--- src/rtl/cpu6502_execute_unit_defines.svh ---
// Assertion macros for the 6502 execute unit.
// Needs clk_i and rst_ni in the scope that expands them.
`ifndef CPU6502_EXECUTE_UNIT_DEFINES_SVH
`define CPU6502_EXECUTE_UNIT_DEFINES_SVH

// Implication checked on every rising edge, off while reset is held.
`define C6502EU_ASSERT(label, prop, msg) \
  label: assert property (@(posedge clk_i) disable iff (!rst_ni) (prop)) \
    else $error(msg);

// Signal free of X and Z whenever the enable holds, off while reset is held.
`define C6502EU_ASSERT_KNOWN(label, en, sig, msg) \
  label: assert property (@(posedge clk_i) disable iff (!rst_ni) (en) |-> !$isunknown(sig)) \
    else $error(msg);

`endif

--- src/rtl/c6502eu_pkg.sv ---
// Shared types and constants for the 6502 execute unit.
// No dependencies; imported by the decoder, the ALU and the top level.
package c6502eu_pkg;

  localparam logic [7:0] SpReset = 8'hfd;

  typedef enum logic [5:0] {
    OP_NOP, OP_ORA, OP_AND, OP_EOR, OP_ADC, OP_SBC,
    OP_CMP, OP_CPX, OP_CPY, OP_BIT,
    OP_SHIFT_A, OP_SHIFT_M, OP_DEC_M, OP_INC_M,
    OP_LDA, OP_LDX, OP_LDY, OP_STA, OP_STX, OP_STY,
    OP_TAX, OP_TAY, OP_TSX, OP_TXA, OP_TYA, OP_TXS,
    OP_INX, OP_INY, OP_DEX, OP_DEY,
    OP_CLC, OP_SEC, OP_CLI, OP_SEI, OP_CLV, OP_CLD, OP_SED
  } op_e;

  // Matches opcode bits [6:5] of the shift/rotate group.
  typedef enum logic [1:0] {
    SH_ASL = 2'd0,
    SH_ROL = 2'd1,
    SH_LSR = 2'd2,
    SH_ROR = 2'd3
  } shift_e;

  typedef struct packed {
    op_e    op;
    shift_e shift;
  } dec_t;

  typedef struct packed {
    logic [7:0] a;
    logic [7:0] x;
    logic [7:0] y;
    logic [7:0] sp;
    logic       n;
    logic       v;
    logic       d;
    logic       i;
    logic       z;
    logic       c;
  } regs_t;

endpackage

--- src/rtl/c6502eu_decode.sv ---
// Opcode decoder: maps a 6502 opcode byte to an operation class.
// Depends on c6502eu_pkg.
module c6502eu_decode import c6502eu_pkg::*; (
  input  logic [7:0] opcode_i,
  output dec_t       dec_o
);

  always_comb begin
    dec_o.shift = shift_e'(opcode_i[6:5]);
    unique case (opcode_i)
      8'h01, 8'h05, 8'h09, 8'h0d, 8'h11, 8'h15, 8'h19, 8'h1d: dec_o.op = OP_ORA;
      8'h21, 8'h25, 8'h29, 8'h2d, 8'h31, 8'h35, 8'h39, 8'h3d: dec_o.op = OP_AND;
      8'h41, 8'h45, 8'h49, 8'h4d, 8'h51, 8'h55, 8'h59, 8'h5d: dec_o.op = OP_EOR;
      8'h61, 8'h65, 8'h69, 8'h6d, 8'h71, 8'h75, 8'h79, 8'h7d: dec_o.op = OP_ADC;
      8'he1, 8'he5, 8'he9, 8'hed, 8'hf1, 8'hf5, 8'hf9, 8'hfd: dec_o.op = OP_SBC;
      8'hc1, 8'hc5, 8'hc9, 8'hcd, 8'hd1, 8'hd5, 8'hd9, 8'hdd: dec_o.op = OP_CMP;
      8'he0, 8'he4, 8'hec:                                     dec_o.op = OP_CPX;
      8'hc0, 8'hc4, 8'hcc:                                     dec_o.op = OP_CPY;
      8'h24, 8'h2c:                                            dec_o.op = OP_BIT;
      8'h0a, 8'h2a, 8'h4a, 8'h6a:                              dec_o.op = OP_SHIFT_A;
      8'h06, 8'h0e, 8'h16, 8'h1e, 8'h26, 8'h2e, 8'h36, 8'h3e,
      8'h46, 8'h4e, 8'h56, 8'h5e, 8'h66, 8'h6e, 8'h76, 8'h7e: dec_o.op = OP_SHIFT_M;
      8'hc6, 8'hce, 8'hd6, 8'hde:                              dec_o.op = OP_DEC_M;
      8'he6, 8'hee, 8'hf6, 8'hfe:                              dec_o.op = OP_INC_M;
      8'ha1, 8'ha5, 8'ha9, 8'had, 8'hb1, 8'hb5, 8'hb9, 8'hbd: dec_o.op = OP_LDA;
      8'ha2, 8'ha6, 8'hae, 8'hb6, 8'hbe:                       dec_o.op = OP_LDX;
      8'ha0, 8'ha4, 8'hac, 8'hb4, 8'hbc:                       dec_o.op = OP_LDY;
      8'h81, 8'h85, 8'h8d, 8'h91, 8'h95, 8'h99, 8'h9d:         dec_o.op = OP_STA;
      8'h86, 8'h8e, 8'h96:                                     dec_o.op = OP_STX;
      8'h84, 8'h8c, 8'h94:                                     dec_o.op = OP_STY;
      8'haa: dec_o.op = OP_TAX;
      8'ha8: dec_o.op = OP_TAY;
      8'hba: dec_o.op = OP_TSX;
      8'h8a: dec_o.op = OP_TXA;
      8'h98: dec_o.op = OP_TYA;
      8'h9a: dec_o.op = OP_TXS;
      8'he8: dec_o.op = OP_INX;
      8'hc8: dec_o.op = OP_INY;
      8'hca: dec_o.op = OP_DEX;
      8'h88: dec_o.op = OP_DEY;
      8'h18: dec_o.op = OP_CLC;
      8'h38: dec_o.op = OP_SEC;
      8'h58: dec_o.op = OP_CLI;
      8'h78: dec_o.op = OP_SEI;
      8'hb8: dec_o.op = OP_CLV;
      8'hd8: dec_o.op = OP_CLD;
      8'hf8: dec_o.op = OP_SED;
      default: dec_o.op = OP_NOP;  // unofficial, control flow, stack, NOP
    endcase
  end

endmodule

--- src/rtl/c6502eu_alu.sv ---
// Combinational datapath: one 6502 data operation on the register file.
// Depends on c6502eu_pkg.
module c6502eu_alu import c6502eu_pkg::*; (
  input  dec_t       dec_i,
  input  logic [7:0] operand_i,
  input  regs_t      regs_i,
  output regs_t      regs_o,
  output logic       mem_write_o,
  output logic [7:0] write_data_o
);

  logic [7:0] add_a;
  logic [7:0] add_b;
  logic       add_ci;
  logic [8:0] sum;
  logic [7:0] sh_in;
  logic [7:0] sh_out;
  logic       sh_c;
  logic [7:0] nz_val;
  logic       nz_en;

  // Shared adder: ADC, SBC (inverted operand) and compares (r + ~m + 1).
  always_comb begin
    add_a  = regs_i.a;
    add_b  = operand_i;
    add_ci = regs_i.c;
    unique case (dec_i.op)
      OP_SBC: add_b = ~operand_i;
      OP_CMP: begin add_b = ~operand_i; add_ci = 1'b1; end
      OP_CPX: begin add_a = regs_i.x; add_b = ~operand_i; add_ci = 1'b1; end
      OP_CPY: begin add_a = regs_i.y; add_b = ~operand_i; add_ci = 1'b1; end
      default: ;
    endcase
    sum = {1'b0, add_a} + {1'b0, add_b} + {8'd0, add_ci};
  end

  always_comb begin
    sh_in = (dec_i.op == OP_SHIFT_A) ? regs_i.a : operand_i;
    unique case (dec_i.shift)
      SH_ASL: begin sh_out = {sh_in[6:0], 1'b0};     sh_c = sh_in[7]; end
      SH_ROL: begin sh_out = {sh_in[6:0], regs_i.c}; sh_c = sh_in[7]; end
      SH_LSR: begin sh_out = {1'b0, sh_in[7:1]};     sh_c = sh_in[0]; end
      SH_ROR: begin sh_out = {regs_i.c, sh_in[7:1]}; sh_c = sh_in[0]; end
      default: begin sh_out = sh_in; sh_c = regs_i.c; end
    endcase
  end

  always_comb begin
    regs_o       = regs_i;
    mem_write_o  = 1'b0;
    write_data_o = 8'd0;
    nz_val       = 8'd0;
    nz_en        = 1'b1;
    unique case (dec_i.op)
      OP_ORA: begin nz_val = regs_i.a | operand_i; regs_o.a = nz_val; end
      OP_AND: begin nz_val = regs_i.a & operand_i; regs_o.a = nz_val; end
      OP_EOR: begin nz_val = regs_i.a ^ operand_i; regs_o.a = nz_val; end
      OP_ADC, OP_SBC: begin
        nz_val   = sum[7:0];
        regs_o.a = nz_val;
        regs_o.c = sum[8];
        regs_o.v = ~(regs_i.a[7] ^ add_b[7]) & (regs_i.a[7] ^ sum[7]);
      end
      OP_CMP, OP_CPX, OP_CPY: begin
        nz_val   = sum[7:0];
        regs_o.c = sum[8];
      end
      OP_BIT: begin
        nz_en    = 1'b0;
        regs_o.n = operand_i[7];
        regs_o.v = operand_i[6];
        regs_o.z = ((operand_i & regs_i.a) == 8'd0);
      end
      OP_SHIFT_A: begin nz_val = sh_out; regs_o.a = sh_out; regs_o.c = sh_c; end
      OP_SHIFT_M: begin
        nz_val = sh_out; regs_o.c = sh_c;
        mem_write_o = 1'b1; write_data_o = sh_out;
      end
      OP_DEC_M: begin
        nz_val = operand_i - 8'd1; mem_write_o = 1'b1; write_data_o = nz_val;
      end
      OP_INC_M: begin
        nz_val = operand_i + 8'd1; mem_write_o = 1'b1; write_data_o = nz_val;
      end
      OP_LDA: begin nz_val = operand_i; regs_o.a = nz_val; end
      OP_LDX: begin nz_val = operand_i; regs_o.x = nz_val; end
      OP_LDY: begin nz_val = operand_i; regs_o.y = nz_val; end
      OP_STA: begin nz_en = 1'b0; mem_write_o = 1'b1; write_data_o = regs_i.a; end
      OP_STX: begin nz_en = 1'b0; mem_write_o = 1'b1; write_data_o = regs_i.x; end
      OP_STY: begin nz_en = 1'b0; mem_write_o = 1'b1; write_data_o = regs_i.y; end
      OP_TAX: begin nz_val = regs_i.a;  regs_o.x = nz_val; end
      OP_TAY: begin nz_val = regs_i.a;  regs_o.y = nz_val; end
      OP_TSX: begin nz_val = regs_i.sp; regs_o.x = nz_val; end
      OP_TXA: begin nz_val = regs_i.x;  regs_o.a = nz_val; end
      OP_TYA: begin nz_val = regs_i.y;  regs_o.a = nz_val; end
      OP_TXS: begin nz_en = 1'b0; regs_o.sp = regs_i.x; end  // flags untouched
      OP_INX: begin nz_val = regs_i.x + 8'd1; regs_o.x = nz_val; end
      OP_INY: begin nz_val = regs_i.y + 8'd1; regs_o.y = nz_val; end
      OP_DEX: begin nz_val = regs_i.x - 8'd1; regs_o.x = nz_val; end
      OP_DEY: begin nz_val = regs_i.y - 8'd1; regs_o.y = nz_val; end
      OP_CLC: begin nz_en = 1'b0; regs_o.c = 1'b0; end
      OP_SEC: begin nz_en = 1'b0; regs_o.c = 1'b1; end
      OP_CLI: begin nz_en = 1'b0; regs_o.i = 1'b0; end
      OP_SEI: begin nz_en = 1'b0; regs_o.i = 1'b1; end
      OP_CLV: begin nz_en = 1'b0; regs_o.v = 1'b0; end
      OP_CLD: begin nz_en = 1'b0; regs_o.d = 1'b0; end
      OP_SED: begin nz_en = 1'b0; regs_o.d = 1'b1; end
      default: nz_en = 1'b0;  // OP_NOP
    endcase
    if (nz_en) begin
      regs_o.n = nz_val[7];
      regs_o.z = (nz_val == 8'd0);
    end
  end

endmodule

--- src/rtl/cpu6502_execute_unit.sv ---
// Channel  | Dir | Bus fields (low bit up)                          | Beat
// s_axis   | in  | tuser: req_type[7:0]; tdata: operand[7:0]          | one instruction
// m_axis   | out | tuser: mem_write; tdata: write_data, acc, x, y,    | one result
//          |     |   sp, status (N V 0 0 D I Z C) at 8 bits each      |
//
// Two register stages: the input register holds the decoded opcode and the
// operand, the ALU sits between it and the result register. One instruction
// per cycle sustained while the output is not stalled; an instruction moves
// from the input register to the result register. The register file (A, X,
// Y, SP, flags) updates when an instruction moves into the result register,
// so back-to-back dependent instructions see it. rst_ni (async, low) clears
// A, X, Y and flags, sets SP to 0xfd, empties both stages. A stalled output
// holds its beat; input keeps flowing until both stages are full.
// Depends on c6502eu_pkg, c6502eu_decode, c6502eu_alu and the defines header.
`include "cpu6502_execute_unit_defines.svh"

module cpu6502_execute_unit import c6502eu_pkg::*; (
  input  logic        clk_i,
  input  logic        rst_ni,
  input  logic        s_axis_tvalid,
  output logic        s_axis_tready,
  input  logic [7:0]  s_axis_tdata,   // operand[7:0]
  input  logic [7:0]  s_axis_tuser,   // req_type[7:0]
  output logic        m_axis_tvalid,
  input  logic        m_axis_tready,
  // write_data[7:0], acc_out[15:8], x_out[23:16], y_out[31:24],
  // sp_out[39:32], status_out[47:40]
  output logic [47:0] m_axis_tdata,
  output logic [0:0]  m_axis_tuser    // mem_write[0]
);

  // Input stage
  logic       in_valid_q;
  dec_t       dec_d, dec_q;
  logic [7:0] operand_q;

  // Architectural registers
  regs_t      regs_q, regs_d;

  // Result stage
  logic       out_valid_q;
  logic       mem_write_d, mem_write_q;
  logic [7:0] write_data_d, write_data_q;
  regs_t      res_regs_q;

  logic       advance;   // input-stage instruction retires this edge
  logic       in_take;

  assign advance       = in_valid_q && (!out_valid_q || m_axis_tready);
  assign s_axis_tready = !in_valid_q || advance;
  assign in_take       = s_axis_tvalid && s_axis_tready;

  c6502eu_decode u_decode (
    .opcode_i (s_axis_tuser),
    .dec_o    (dec_d)
  );

  c6502eu_alu u_alu (
    .dec_i        (dec_q),
    .operand_i    (operand_q),
    .regs_i       (regs_q),
    .regs_o       (regs_d),
    .mem_write_o  (mem_write_d),
    .write_data_o (write_data_d)
  );

  // Stage valids
  always_ff @(posedge clk_i or negedge rst_ni) begin
    if (!rst_ni) begin
      in_valid_q  <= 1'b0;
      out_valid_q <= 1'b0;
    end else begin
      if (in_take) begin
        in_valid_q <= 1'b1;
      end else if (advance) begin
        in_valid_q <= 1'b0;
      end
      if (advance) begin
        out_valid_q <= 1'b1;
      end else if (m_axis_tready) begin
        out_valid_q <= 1'b0;
      end
    end
  end

  // Register file commits as the instruction retires
  always_ff @(posedge clk_i or negedge rst_ni) begin
    if (!rst_ni) begin
      regs_q <= '{a: 8'd0, x: 8'd0, y: 8'd0, sp: SpReset,
                  n: 1'b0, v: 1'b0, d: 1'b0, i: 1'b0, z: 1'b0, c: 1'b0};
    end else if (advance) begin
      regs_q <= regs_d;
    end
  end

  // Payload registers, no reset
  always_ff @(posedge clk_i) begin
    if (in_take) begin
      dec_q     <= dec_d;
      operand_q <= s_axis_tdata;
    end
    if (advance) begin
      mem_write_q  <= mem_write_d;
      write_data_q <= write_data_d;
      res_regs_q   <= regs_d;
    end
  end

  assign m_axis_tvalid   = out_valid_q;
  assign m_axis_tuser[0] = mem_write_q;
  assign m_axis_tdata    = {res_regs_q.n, res_regs_q.v, 2'b00,
                            res_regs_q.d, res_regs_q.i, res_regs_q.z, res_regs_q.c,
                            res_regs_q.sp, res_regs_q.y, res_regs_q.x, res_regs_q.a,
                            write_data_q};

  // Register file only moves when an instruction retires.
  `C6502EU_ASSERT(a_regs_hold, !advance |=> $stable(regs_q), "register file moved without retire")
  // A pending result always shows the current register file.
  `C6502EU_ASSERT(a_res_matches, out_valid_q |-> (res_regs_q == regs_q), "result differs from regs")
  // A retiring instruction always lands in the result stage.
  `C6502EU_ASSERT(a_retire_lands, advance |=> out_valid_q, "retired instruction lost")
  // A valid result beat carries no unknown bits.
  `C6502EU_ASSERT_KNOWN(a_out_known, m_axis_tvalid, m_axis_tdata, "result beat has unknown bits")

endmodule

--- config.mk ---
export PLATFORM = sky130hd
export DESIGN_NAME = cpu6502_execute_unit
export DESIGN_NICKNAME = d
export VERILOG_FILES = /design/src/rtl/c6502eu_pkg.sv /design/src/rtl/c6502eu_decode.sv /design/src/rtl/c6502eu_alu.sv /design/src/rtl/cpu6502_execute_unit.sv
export VERILOG_INCLUDE_DIRS = /design/src /design/src/rtl
export SDC_FILE = /design/constraint.sdc
export NUM_CORES = 1
export LEC_CHECK = 0
export ABC_AREA = 1
export BUFFER_PORTS_ARGS = -buffer_cell sky130_fd_sc_hd__buf_2
export CORE_MARGIN = 4
export CORE_UTILIZATION = 30
export CTS_BUF_LIST = sky130_fd_sc_hd__clkbuf_16
export DETAILED_ROUTE_END_ITERATION = 10
export SYNTH_ARGS = -nofsm -noshare
export SYNTH_HDL_FRONTEND = slang
export SYNTH_SLANG_ARGS = --single-unit
--- constraint.sdc ---
create_clock -name clk_i -period 3.89 [get_ports clk_i]
set_input_delay 0.778 -clock clk_i [delete_from_list [all_inputs] [get_ports clk_i]]
set_output_delay 0.778 -clock clk_i [all_outputs]
set_load 0.05 [all_outputs]
==> flow_metrics.env <==
export IMPL_fin_ws_ns=0.321
export IMPL_power_leakage_nw=4.52
export IMPL_path_cells="inv_2 > nand2_2 > nor2_2 > nand2_1 > nand2_4 > nor2_8 > xor2_1 > fa_1 > inv_1 > fa_1 > inv_1 > nand4_1 > o211ai_1 > or2_2 > nand2_1 > a21oi_1 > nor2_1 > nand3_1 > nand2_1"
export IMPL_firstDrtPassIters=6
export IMPL_async_flop_share_pct=38.8
export IMPL_max_clock_freq_mhz=280
export IMPL_yosys_cell_types_count=49
export IMPL_drtIter0Drc=1021
export IMPL_cp_slowest_cell="edfxtp_1"
export IMPL_setup_tns_ns=0
export IMPL_die_w_microns=174
export IMPL_drc=0
export IMPL_final_cell_mix="340 x nand2_1, 141 x nand3_1, 130 x inv_1"
export IMPL_via_count=8998
export IMPL_die_y_microns=174
export IMPL_routed_wl_microns=35500
export IMPL_hp_class="reg2reg"
export IMPL_finalHoldViolations=0
export IMPL_period_share_pct=91.7
export IMPL_n_antenna_cell=0
export IMPL_ys_ff_latch=103
export IMPL_yosysSeqAreaShare_pct=34.9
export IMPL_period_needed_ns=3.57
export IMPL_cellPowerDensity_nw_per_um2=607
export IMPL_multi_input_area_sq_um=4690
export IMPL_antenna_found_initial=0
export IMPL_ant_nets=0
export IMPL_cp_start_kind="flop"
export IMPL_wl_met1_microns=14200
export IMPL_ys_warn_count=0
export IMPL_seqCellArea_sq_um=2900
export IMPL_drive_gt1_share_pct=13.1
export IMPL_port_buffers=68
export IMPL_start_util_pct=30.7
export IMPL_setup_viol=0
export IMPL_met3_length_microns=3200
export IMPL_grt_max_degree=77
export IMPL_syn_to_final_growth_pct=15.2
export IMPL_cts_root_buffer="clkbuf_16"
export IMPL_stdcell_count=1664
export IMPL_fin_util_pct=35.3
export IMPL_pin_count=71
export IMPL_fin_nets=1342
export IMPL_tightest_slew_ns=1.03
export IMPL_hpwlAfterDp_microns=28500
export IMPL_ir_worst_vdd_uv=213
export IMPL_cts_buffers=9
export IMPL_core_area_sq_um=27100
export IMPL_whs_ns=0.488
export IMPL_maxCapViolations=0
export IMPL_pre_cts_slack_ns=0.291
export IMPL_gp_congestion=1.07
export IMPL_synth_ff_type="edfxtp_1"
export IMPL_grt_pass1_wl_microns=53600
export IMPL_slew_violations=0
export IMPL_cp_required_ns=4.01
export IMPL_syn_area_sq_um=8310
export IMPL_num_rows=60
export IMPL_grt_pass1_vias=8622
export IMPL_endpoint_kind="flop"
export IMPL_cts_max_level=3
export IMPL_tritoncts="done"
export IMPL_cp_arrival_ns=3.69
export IMPL_total_power_mw=5.81
export IMPL_cts_sinks=103
export IMPL_synth_edf_count=63
export IMPL_finalClockSkew_ns=0.0165
export IMPL_place_inst=1648
export IMPL_clk_pin_slew_worst_paths_ns=0.08
export IMPL_cts_buffer_depth=2
export IMPL_crit_path_max_fanout=8
export IMPL_worstSetupPathType="reg2reg"
export IMPL_design_area_sq_um=9570
export IMPL_clock_latency_ns=0.37
export IMPL_synthCells=1203
export IMPL_top_layer="met4"
export IMPL_crit_path_frequent_cell="nand2_1"
export IMPL_nFillCells=2948
export IMPL_wl_per_cell_microns=21.3
export IMPL_critPathMaxStageDelay_ns=0.46
export IMPL_avgSynthCellArea_sq_um=6.91
export IMPL_viasPerCell=5.41
export IMPL_dr_wl_met2_microns=15800
export IMPL_rsz0062_at_grt="false"
export IMPL_slew_headroom_pct=31.3
export IMPL_placed_area_sq_um=9270
export IMPL_status="complete, no violations"
export IMPL_grt_usage_pct=23.0
export IMPL_layout_commonest_cell="nand2_1"
export IMPL_overflow=0
export IMPL_dieArea_sq_um=30400
-- sequential cells by signal, indices dropped and copies added (netlist names) --
| name | cells |
|---|---|
| regs_q | 38 |
| write_data_q | 8 |
| operand_q | 8 |
| dec_q | 8 |
| m_axis_tvalid | 1 |
| m_axis_tdata | 38 |
| m_axis_tuser | 1 |
| in_valid_q | 1 |
-- cells in the mapped netlist, types with 6 or more instances --
master / n / share of area [%]
o22ai_1: 16 / 1.2
o21ai_0: 76 / 4.6
o2111ai_1: 11 / 1.2
inv_1: 131 / 5.9
a31oi_1: 7 / 0.53
o211ai_1: 11 / 0.99
nand4_1: 19 / 1.4
o221ai_1: 14 / 1.5
nand2_1: 340 / 15
a21oi_1: 40 / 2.4
dfstp_2: 7 / 2.2
dfrtp_1: 33 / 9.9
buf_2: 6 / 0.36
clkinv_1: 7 / 0.32
o21ai_1: 12 / 0.72
clkbuf_1: 23 / 1.0
edfxtp_1: 63 / 23
a221oi_1: 8 / 0.84
xor2_1: 9 / 0.95
nor3_1: 12 / 0.72
nor2_1: 115 / 5.2
ha_1: 33 / 5.0
inv_2: 11 / 0.50
nand3_1: 141 / 8.5
nand2_2: 7 / 0.53
-- kinds of logic (layout without fill, tap and decap cells) --
family	Yosys count	count (layout)	synth area share, %
DFF	103	103	34.9
other	1	2	0.0451
buffers and inverters	185	273	8.71
adders and majority gates	35	35	5.45
and+or+nand+nor	659	659	34.4
AOI/OAI and AO/OA	205	205	14.8
xor gates and xnor gates	15	15	1.67
-- area by class of cell --
cell class                      instances  area share [%]
Tap cell                              372            4.86
Multi-Input combinational cell        916            49.0
Inverter                              150            5.92
Timing Repair Buffer                  107            6.74
Sequential cell                       103            30.3
Clock inverter                          7           0.836
Clock buffer                            9            2.35
-- power breakdown --
| group | switching (mW) | internal (mW) |
|---|---|---|
| logic | 2.13 | 0.809 |
| registers | 0.334 | 1.56 |
| clock network | 0.466 | 0.508 |
-- worst max-delay path: cells and delay by family, from the launching register on --
| family | cells | cell delay [ns] |
|---|---|---|
| XOR/XNOR | 1 | 0.17 |
| buffers and inverters | 3 | 0.27 |
| adder cells (fa/ha/maj) | 2 | 0.67 |
| flip-flops | 1 | 0.46 |
| AO/OA/AOI/OAI | 2 | 0.37 |
| AND/OR/NAND/NOR | 11 | 1.35 |
-- final timing paths --
check / start / to / slack, ns / cells after the start
min in group asynchronous: rst_ni / regs_q[24] / 0.59 / 1
worst max-delay path: dec_q[5] / m_axis_tdata[41] / 0.32 / 19
worst min-delay path: regs_q[11] / regs_q[11] / 0.49 / 2
worst max register to register: dec_q[5] / m_axis_tdata[41] / 0.32 / 19
worst min register to register: regs_q[11] / regs_q[11] / 0.49 / 2
max in group asynchronous: rst_ni / regs_q[33] / 2.66 / 1
-- per-layer routing --
metal / vias up / GRT usage, %
li1: 4231 / -
met1: 4155 / 30.4
met2: 498 / 36.5
met3: 114 / 3.20
met4: 0 / 12.2
met5: - / 0
-- repair_timing --
action,4_1_cts,5_1_grt
buffers inserted,0,0
hold buffers,0,0
resized for setup,0,1
setup endpoints to repair,0,4
(Power assumes the default switching activity.)
